===== config.mk =====
export PLATFORM = sky130hd
export DESIGN_NAME = comment_strip_string_escape
export DESIGN_NICKNAME = d
export VERILOG_FILES = /design/src/rtl/csse_pkg.sv /design/src/rtl/comment_strip_string_escape.sv /design/src/rtl/csse_scan.sv /design/src/rtl/csse_outbuf.sv
export SDC_FILE = /design/constraint.sdc
export NUM_CORES = 1
export LEC_CHECK = 0
export BUFFER_PORTS_ARGS = -buffer_cell sky130_fd_sc_hd__buf_4
export CORE_UTILIZATION = 50
export CTS_BUF_LIST = sky130_fd_sc_hd__clkbuf_8
export CTS_CLUSTER_DIAMETER = 50
export DETAILED_ROUTE_END_ITERATION = 6
export GPL_ROUTABILITY_DRIVEN = 1
export PLACE_DENSITY_LB_ADDON = 0.15
export SLEW_MARGIN = 20
export SYNTH_ARGS = -nofsm -noshare
export SYNTH_HDL_FRONTEND = slang
export SYNTH_HIERARCHICAL = 1
export SYNTH_SLANG_ARGS = --single-unit

===== constraint.sdc =====
create_clock -name clk_i -period 2.45 [get_ports clk_i]
set_input_delay 0.3675 -clock clk_i [delete_from_list [all_inputs] [get_ports clk_i]]
set_output_delay 0.3675 -clock clk_i [all_outputs]
set_load 0.005 [all_outputs]

===== src/rtl/csse_pkg.sv =====
// Shared types, character constants and the escape helper for the
// comment stripper with string escaping. No dependencies.
`timescale 1ns / 1ps

package csse_pkg;

  // Characters that steer the scanner or appear in escape sequences
  localparam logic [7:0] CH_SLASH = 8'h2F;
  localparam logic [7:0] CH_STAR  = 8'h2A;
  localparam logic [7:0] CH_NL    = 8'h0A;
  localparam logic [7:0] CH_CR    = 8'h0D;
  localparam logic [7:0] CH_TAB   = 8'h09;
  localparam logic [7:0] CH_DQUOTE = 8'h22;
  localparam logic [7:0] CH_NUL   = 8'h00;
  localparam logic [7:0] CH_BSLASH = 8'h5C;
  localparam logic [7:0] CH_LOW_N = 8'h6E;
  localparam logic [7:0] CH_LOW_R = 8'h72;
  localparam logic [7:0] CH_LOW_T = 8'h74;

  // Scanner modes
  typedef enum logic [2:0] {
    MODE_NORMAL     = 3'd0,
    MODE_SLASH      = 3'd1,
    MODE_BLOCK      = 3'd2,
    MODE_BLOCK_STAR = 3'd3,
    MODE_LINE       = 3'd4
  } mode_e;

  // Escaped form of one kept byte: up to two bytes, lowest first
  typedef struct packed {
    logic [1:0][7:0] bytes;
    logic [1:0]      len;
  } esc_t;

  // Result bytes caused by one input item, lowest index first
  typedef struct packed {
    logic [2:0][7:0] bytes;
    logic [1:0]      count;
  } run_t;

  function automatic esc_t escape_byte(logic [7:0] b);
    esc_t e;
    e.bytes[0] = CH_BSLASH;
    e.bytes[1] = CH_NUL;
    e.len      = 2'd2;
    case (b)
      CH_NL:     e.bytes[1] = CH_LOW_N;
      CH_CR:     e.bytes[1] = CH_LOW_R;
      CH_TAB:    e.bytes[1] = CH_LOW_T;
      CH_DQUOTE: e.bytes[1] = CH_DQUOTE;
      CH_NUL: begin
        e.bytes[0] = CH_NUL;
        e.len      = 2'd0;
      end
      default: begin
        e.bytes[0] = b;
        e.len      = 2'd1;
      end
    endcase
    return e;
  endfunction

endpackage


===== src/rtl/comment_strip_string_escape.sv =====
// Latency: the first result byte of an item appears the cycle after it is accepted.
// Throughput: one item per cycle while each item yields at most one byte; an item yielding
// more bytes (up to three) holds off the next item until only its last byte is left.
// An item yielding no bytes waits, like any item, until at most one byte is left in the
// result buffer, and adds no stall of its own. Result-side stalls hold the input as well.
// Reset clears the comment mode to normal text and empties the result buffer.
`timescale 1ns / 1ps

module comment_strip_string_escape
  import csse_pkg::*;
(
  input  logic       clk_i,
  input  logic       rst_ni,
  input  logic       s_axis_tvalid_i,
  output logic       s_axis_tready_o,
  input  logic [7:0] s_axis_tdata_i,   // [7:0] in_byte
  input  logic       s_axis_tlast_i,   // end_of_stream
  output logic       m_axis_tvalid_o,
  input  logic       m_axis_tready_i,
  output logic [7:0] m_axis_tdata_o,   // [7:0] out_byte
  output logic       m_axis_tlast_o    // run_last
);

  logic accept;
  logic room;
  run_t run;

  assign s_axis_tready_o = room;
  assign accept          = s_axis_tvalid_i && room;

  // Decode bytes and track comment state
  csse_scan u_scan (
    .clk_i     (clk_i),
    .rst_ni    (rst_ni),
    .accept_i  (accept),
    .in_byte_i (s_axis_tdata_i),
    .eos_i     (s_axis_tlast_i),
    .run_o     (run)
  );

  // Hold and drain the run of each item
  csse_outbuf u_outbuf (
    .clk_i   (clk_i),
    .rst_ni  (rst_ni),
    .load_i  (accept && (run.count != 2'd0)),
    .run_i   (run),
    .room_o  (room),
    .valid_o (m_axis_tvalid_o),
    .ready_i (m_axis_tready_i),
    .byte_o  (m_axis_tdata_o),
    .last_o  (m_axis_tlast_o)
  );

endmodule


===== src/rtl/csse_scan.sv =====
// Scanner: holds the comment mode and decodes one input item into a run
// of up to three result bytes. Depends on csse_pkg.
`timescale 1ns / 1ps

module csse_scan
  import csse_pkg::*;
(
  input  logic       clk_i,
  input  logic       rst_ni,
  input  logic       accept_i,
  input  logic [7:0] in_byte_i,
  input  logic       eos_i,
  output run_t       run_o
);

  mode_e mode_q, mode_d;
  run_t  run;
  esc_t  esc;
  mode_e mode_scan;

  // Decode the byte against the current mode
  always_comb begin
    esc       = escape_byte(in_byte_i);
    run       = '0;
    mode_scan = mode_q;
    case (mode_q)
      MODE_SLASH: begin
        if (in_byte_i == CH_STAR) begin
          mode_scan = MODE_BLOCK;
        end else if (in_byte_i == CH_SLASH) begin
          mode_scan = MODE_LINE;
        end else begin
          // Release the held slash ahead of the escaped byte
          run.bytes[0] = CH_SLASH;
          run.bytes[1] = esc.bytes[0];
          run.bytes[2] = esc.bytes[1];
          run.count    = esc.len + 2'd1;
          mode_scan    = MODE_NORMAL;
        end
      end
      MODE_BLOCK: begin
        if (in_byte_i == CH_STAR) mode_scan = MODE_BLOCK_STAR;
      end
      MODE_BLOCK_STAR: begin
        if (in_byte_i == CH_SLASH) begin
          mode_scan = MODE_NORMAL;
        end else if (in_byte_i != CH_STAR) begin
          mode_scan = MODE_BLOCK;
        end
      end
      MODE_LINE: begin
        if (in_byte_i == CH_NL) begin
          run.bytes[0] = esc.bytes[0];
          run.bytes[1] = esc.bytes[1];
          run.count    = esc.len;
          mode_scan    = MODE_NORMAL;
        end
      end
      default: begin
        if (in_byte_i == CH_SLASH) begin
          mode_scan = MODE_SLASH;
        end else begin
          run.bytes[0] = esc.bytes[0];
          run.bytes[1] = esc.bytes[1];
          run.count    = esc.len;
          mode_scan    = MODE_NORMAL;
        end
      end
    endcase

    // End of stream: flush a held slash and restart in normal text
    mode_d = mode_scan;
    if (eos_i) begin
      if (mode_scan == MODE_SLASH) begin
        run.bytes[0] = CH_SLASH;
        run.count    = 2'd1;
      end
      mode_d = MODE_NORMAL;
    end
  end

  assign run_o = run;

  // Advance the mode on each accepted item
  always_ff @(posedge clk_i or negedge rst_ni) begin
    if (!rst_ni) begin
      mode_q <= MODE_NORMAL;
    end else if (accept_i) begin
      mode_q <= mode_d;
    end
  end

`ifndef NO_ASSERTIONS
  // A final byte always leaves the scanner in normal text
  assert property (@(posedge clk_i) disable iff (!rst_ni)
    (accept_i && eos_i) |=> (mode_q == MODE_NORMAL))
    else $error("mode not normal after end of stream");

  // Three result bytes only come from releasing a held slash
  assert property (@(posedge clk_i) disable iff (!rst_ni)
    (run.count == 2'd3) |-> (mode_q == MODE_SLASH))
    else $error("three-byte run outside slash mode");

  // Nothing is emitted while inside a block comment
  assert property (@(posedge clk_i) disable iff (!rst_ni)
    (mode_q == MODE_BLOCK || mode_q == MODE_BLOCK_STAR) |-> (run.count == 2'd0))
    else $error("output produced inside block comment");
`endif

endmodule


===== src/rtl/csse_outbuf.sv =====
// Result buffer: holds the run of one item and hands its bytes out one
// per cycle while ready_i holds, marking the last. Depends on csse_pkg.
`timescale 1ns / 1ps

module csse_outbuf
  import csse_pkg::*;
(
  input  logic       clk_i,
  input  logic       rst_ni,
  input  logic       load_i,
  input  run_t       run_i,
  output logic       room_o,
  output logic       valid_o,
  input  logic       ready_i,
  output logic [7:0] byte_o,
  output logic       last_o
);

  logic [2:0][7:0] slot_q, slot_d;
  logic [1:0]      cnt_q, cnt_d;
  logic            pop;

  assign pop     = valid_o && ready_i;
  assign valid_o = (cnt_q != 2'd0);
  assign byte_o  = slot_q[0];
  assign last_o  = (cnt_q == 2'd1);
  // Take a new run when empty or emptying this cycle
  assign room_o  = (cnt_q == 2'd0) || (cnt_q == 2'd1 && ready_i);

  // Load a fresh run, or shift one byte out
  always_comb begin
    slot_d = slot_q;
    cnt_d  = cnt_q;
    if (load_i) begin
      slot_d = run_i.bytes;
      cnt_d  = run_i.count;
    end else if (pop) begin
      slot_d[0] = slot_q[1];
      slot_d[1] = slot_q[2];
      cnt_d     = cnt_q - 2'd1;
    end else if (room_o) begin
      cnt_d = cnt_q;
    end
  end

  always_ff @(posedge clk_i or negedge rst_ni) begin
    if (!rst_ni) begin
      cnt_q <= 2'd0;
    end else begin
      cnt_q <= cnt_d;
    end
  end

  always_ff @(posedge clk_i) begin
    slot_q <= slot_d;
  end

`ifndef NO_ASSERTIONS
  // A load never overwrites bytes still to be delivered
  assert property (@(posedge clk_i) disable iff (!rst_ni)
    load_i |-> (cnt_q == 2'd0 || (cnt_q == 2'd1 && pop)))
    else $error("run loaded over pending bytes");

  // A pop within a run presents the following byte next
  assert property (@(posedge clk_i) disable iff (!rst_ni)
    (pop && cnt_q > 2'd1 && !load_i) |=> (byte_o == $past(slot_q[1])))
    else $error("run bytes out of order");

  // The count drops by exactly one on a pop within a run
  assert property (@(posedge clk_i) disable iff (!rst_ni)
    (pop && !load_i) |=> (cnt_q == $past(cnt_q) - 2'd1))
    else $error("run count did not step down");
`endif

endmodule

=== Yosys cells after proc, flatten, opt, wreduce, memory -nomap -nowiden ===
Index checks and enable logic that the tools add are counted.

* Add/sub/neg operators: 2
* Multipliers: 0
* Divide/modulo/power cells: 0
* Magnitude comparators: 0
* Eq/ne operators: 13
* Shift operators: 0
* Mux-type cells: 22
* Bitwise operators: 1
* Reduce and logical (&&, ||, !) cells: 13

{| class="wikitable"
|+ Operators with widths
! cell !! number
|-
| $pmux W18 S3 || 1
|-
| $mux W18 || 2
|-
| $mux W17 || 2
|-
| $mux W16 || 2
|-
| $pmux W7 S4 || 1
|-
| $eq A8 B4 Y1 const B || 3
|-
| $eq A8 B6 Y1 const B || 3
|-
| $mux W3 || 7
|-
| $mux W10 || 2
|-
| $pmux W10 S2 || 1
|-
| $pmux W3 S4 || 1
|-
| $logic_not A8 Y1 || 1
|-
| $ne A8 B6 Y1 const B || 1
|-
| $eq A3 B1 Y1 const B || 2
|-
| $eq A3 B2 Y1 const B || 2
|-
| $reduce_bool A2 Y1 || 3
|-
| $logic_and A1 B1 Y1 || 4
|-
| $mux W2 || 2
|-
| $reduce_or A4 Y1 || 1
|-
| $eq A3 B3 Y1 const B || 1
|-
| $reduce_or A3 Y1 || 1
|-
| $add A2 B1 Y2 const B || 1
|-
| $eq A2 B1 Y1 const B || 1
|-
| $logic_not A2 Y1 || 1
|-
| 5 further kinds || 5
|}

* Flip-flop bits (word level): 28
* Bits in latches: 0
* Memory bits (writable): 0
* Memory bits (read-only): 0
* Bits of input ports: 13
* Output and inout bits: 11
* Logic and storage cells: 56
* Memories kept: 0

=== Longest topological paths before layout ===
* Word-level depth: 12
* Depth in mapped cells: 10
* Depth with buffers taken out: 8

=== By module ===
The synthesis kept the hierarchy.

{| class="wikitable"
|+ By module, submodules not included
! module !! instances !! cells an instance !! area an instance (µm²) !! seq. area each (µm²)
|-
| csse_outbuf || 1 || 68 || 1127.3 || 770.7
|-
| csse_scan || 1 || 108 || 742.0 || 75.1
|-
| comment_strip_string_escape || 1 || 2 || 16.3 || 0.0
|}

=== Least setup slack after synthesis ===
Ideal clock, no wire load.

* Kind: input-to-reg
* Start point: input port s_axis_tdata_i[2]
* End point: register u_outbuf.slot_q, in the netlist u_outbuf/byte_o[0], enable pin
* Library setup time: 291 ps
* Data arrival time: 2471 ps
* Required time: 2159 ps
* Path slack: -312 ps
* Stages: 9
* Buffers on the path: 2
* Path through: buf_2 and4_1 and3_1 o311ai_1 a2bb2oi_1 o21ai_1 o211a_1 buf_2 or2_2

{| class="wikitable"
|+ RTL lines
! what !! RTL line !! RTL
|-
| start, declared || comment_strip_string_escape.sv:16 || <nowiki>input logic [7:0] s_axis_tdata_i,</nowiki>
|-
| end signal, assigned || csse_outbuf.sv:55 || <nowiki>slot_q <= slot_d;</nowiki>
|-
| end, declared || csse_outbuf.sv:19 || <nowiki>logic [2:0][7:0] slot_q, slot_d;</nowiki>
|}

==> results.txt <==
Area added between synthesis and finish: 31.32%
Crit. End Element: flop
Register area share after synthesis: 0.4486
Setup TNS: 0 ns
Layout Nets: 245
Synth unique cells: 56
Setup Fix Bufs, Post-CTS: 0
CP Class: in -> reg
Detailed Routing Iterations Pass 1: 4
DR vias/cell: 5.718
Main combinational cell family by area after synthesis: simple AND/OR/NAND/NOR gates
Sink Count: 29
Worst Skew: 0.003720 ns
Max_cap viols: 0
Root Buffer: clkbuf_8
Leak: 1.031 nW
Initial core utilization: 0.5437
Peak Freq: 0.4285 GHz
Gpl congestion: 0.8819
Clock Latency Late Sink: 0.28 ns
Antenna violations before repair: 0
Synthesis Warnings: 6
Adder-cell share of the synthesized area: 0.01327
Final-report setup violation count: 0
CTS Buf Count: 5
Critical Path Fanout Max: 6
Most used DFF post-synth: edfxtp_1
Hold Crit Class: in -> async
Crit path DAT: 2.48 ns
Core Rows: 21
Global-route wire length before repair: 7610 um
Final Cell Area: 0.002476 sq mm
Die ar.: 0.004021 sq mm
Overall power: 2.421 mW
IO Pins: 24
Final period util: 0.9525
Mean Syn Cell Area: 10.59 sq um
Tot GR Track Use: 0.2500
Mapped Area: 0.001886 sq mm
Simple-gate share of the synthesized area: 0.1831
Post-DP HPWL: 3346 um
Gr ovfl total: 0
Core box area: 0.003468 sq mm
Port buffer count: 23
WL final: 4492 um
Synth Register Bits: 29
Fin. Hold Viols: 0
Post-Synth XOR/XNOR Area: 0.004645
PD cells: 977.6 mW/mm^2
Largest net degree at the start of global routing: 24
# H-tree levels: 2
R2R cell count: 7
CP startpoint kind: input pin
Cell Area, Placed: 0.002330 sq mm
Antenna Cells: 0
Clk slew on worst S/H paths: 0.06 ns
Layout cells sized above 1: 0.4545
DIE HEIGHT: 63.41 um
Async SR Flop Fraction: 0.1724
Vias in the first global route: 1,635
Status: complete, no violations
Via count: 1,584
Max-slew violations: 0
CTS tree: done
Number of flops mapped to enable cells by yosys: 24
Die width: 63.41 um
Drc violations: 0
Cell count after synthesis: 178
Mux contribution to synthesized area: 0.09555
Complex-gate fraction of the synthesized area: 0.1692
Routed len/inst: 16.22 um
First DRT Iteration DRCs: 56
Clk buf depth: 2
Worst IR Drop VDD: 0.0007004 V
ANT nets after route: 0
Post-layout min period: 2.334 ns
Worst EP required: 2.60 ns
layer usage:
metal	GRT usage	part of all wire
met1	0.3047	0.43
met2	0.4282	0.51
met3	0.04710	0.047
met4	0.1051	0.011
met5	0	0
cell usage after synthesis, types with 3 or more instances:
master     n  area share
edfxtp_1  24        0.38
nor2_1    18       0.036
mux2_2    16       0.096
buf_4     10       0.040
nand2_1   10       0.020
buf_2      9       0.024
inv_1      7       0.014
a21oi_1    5       0.013
dfrtp_1    5       0.066
o22ai_1    5       0.017
a21o_1     4       0.016
and2_1     3       0.010
nand4_1    3       0.010
nor3_1     3      0.0080
o21a_1     3       0.012
o21ai_1    3      0.0080
where the power goes:
group / switching (mW) / internal (mW) / leakage [nW]
clock: 0.178 / 0.296 / 0.0570
sequential: 0.0708 / 0.837 / 0.296
combinational: 0.485 / 0.554 / 0.678
layout make-up:
type / instances / area [sq um]
flip-flops and latches: 29 / 849.6
fillers: 270 / 992.2
multi-input cells: 123 / 940.9
repair buffers: 64 / 495.5
clock inverters: 3 / 37.54
inverters: 7 / 26.28
clock buffers: 5 / 68.82
well taps: 46 / 57.56
state kept, by name, summed over array words and instances (netlist names):
name             count
u_outbuf/slot_q     16
u_outbuf/byte_o      8
u_scan/mode_q        3
u_outbuf/cnt_q       2
critical path: stages:
cell	delay, ns
buf_4	0.12
buf_4	0.13
xor2_1	0.18
a31oi_2	0.24
a21oi_1	0.07
o21a_1	0.20
or2_1	0.27
o211a_4	0.27
or4b_1	0.53
o311ai_0	0.11
what timing repair did:
action                                 in CTS  in global routing
setup endpoints to repair                   0                 34
resized for setup                           0                  7
hold buffers                                1                  0
endpoints found under the hold margin       5                  0
stage by stage:
| stage | util | setup slack (ns) | instances | hold WS, ns |
|---|---|---|---|---|
| 3_5_place_dp | 0.6717 | -0.1608 | 268 | 0.1729 |
| 6_report | 0.7139 | 0.1164 | 277 | 0.4210 |
| 4_1_cts | 0.7053 | 0.03420 | 277 | 0.4157 |
| 3_3_place_gp | 0.6717 | -0.06744 | 268 | 0.1711 |
| 5_1_grt | 0.7139 | -0.001716 | 277 | 0.4261 |
| 2_1_floorplan | - | -0.02387 | 179 | 0.07191 |
layout by cell type, fill, tap and decap left out, types with 3 or more instances in the layout:
| master | instances |
|---|---|
| dfrtp_2 | 3 |
| inv_1 | 8 |
| a21oi_1 | 5 |
| o22ai_1 | 5 |
| nand4_1 | 3 |
| nor2_1 | 18 |
| o21ai_1 | 3 |
| buf_4 | 62 |
| and2_1 | 3 |
| edfxtp_1 | 24 |
| mux2_2 | 16 |
| nor3_1 | 3 |
| a21o_1 | 4 |
| o21a_1 | 3 |
| nand2_1 | 10 |
| clkbuf_8 | 5 |
worst paths after layout:
| kind | startpoint | to | slack (ns) |
|---|---|---|---|
| setup / recovery | s_axis_tdata_i[5] | u_outbuf/cnt_q[1] | 0.12 |
| hold / removal | rst_ni | u_scan/mode_q[1] | 0.42 |
| setup reg to reg | u_scan/mode_q[1] | u_outbuf/cnt_q[1] | 0.13 |
| hold reg to reg | u_outbuf/slot_q[10] | u_outbuf/byte_o[2] | 0.55 |
| max in group asynchronous | rst_ni | u_scan/mode_q[2] | 1.91 |
| min in group clk_i | s_axis_tlast_i | u_scan/mode_q[1] | 0.43 |
cell families (layout without fill, tap and decap cells):
group	Yosys count	in the layout
XOR/XNOR	1	1
AND/OR/NAND/NOR	59	59
AO/OA/AOI/OAI	43	43
other	1	2
flip-flops	29	29
buffers and inverters	27	79
multiplexers	16	16
adder cells (fa/ha/maj)	2	2
No activity file was read; power rests on OpenSTA's default activity.
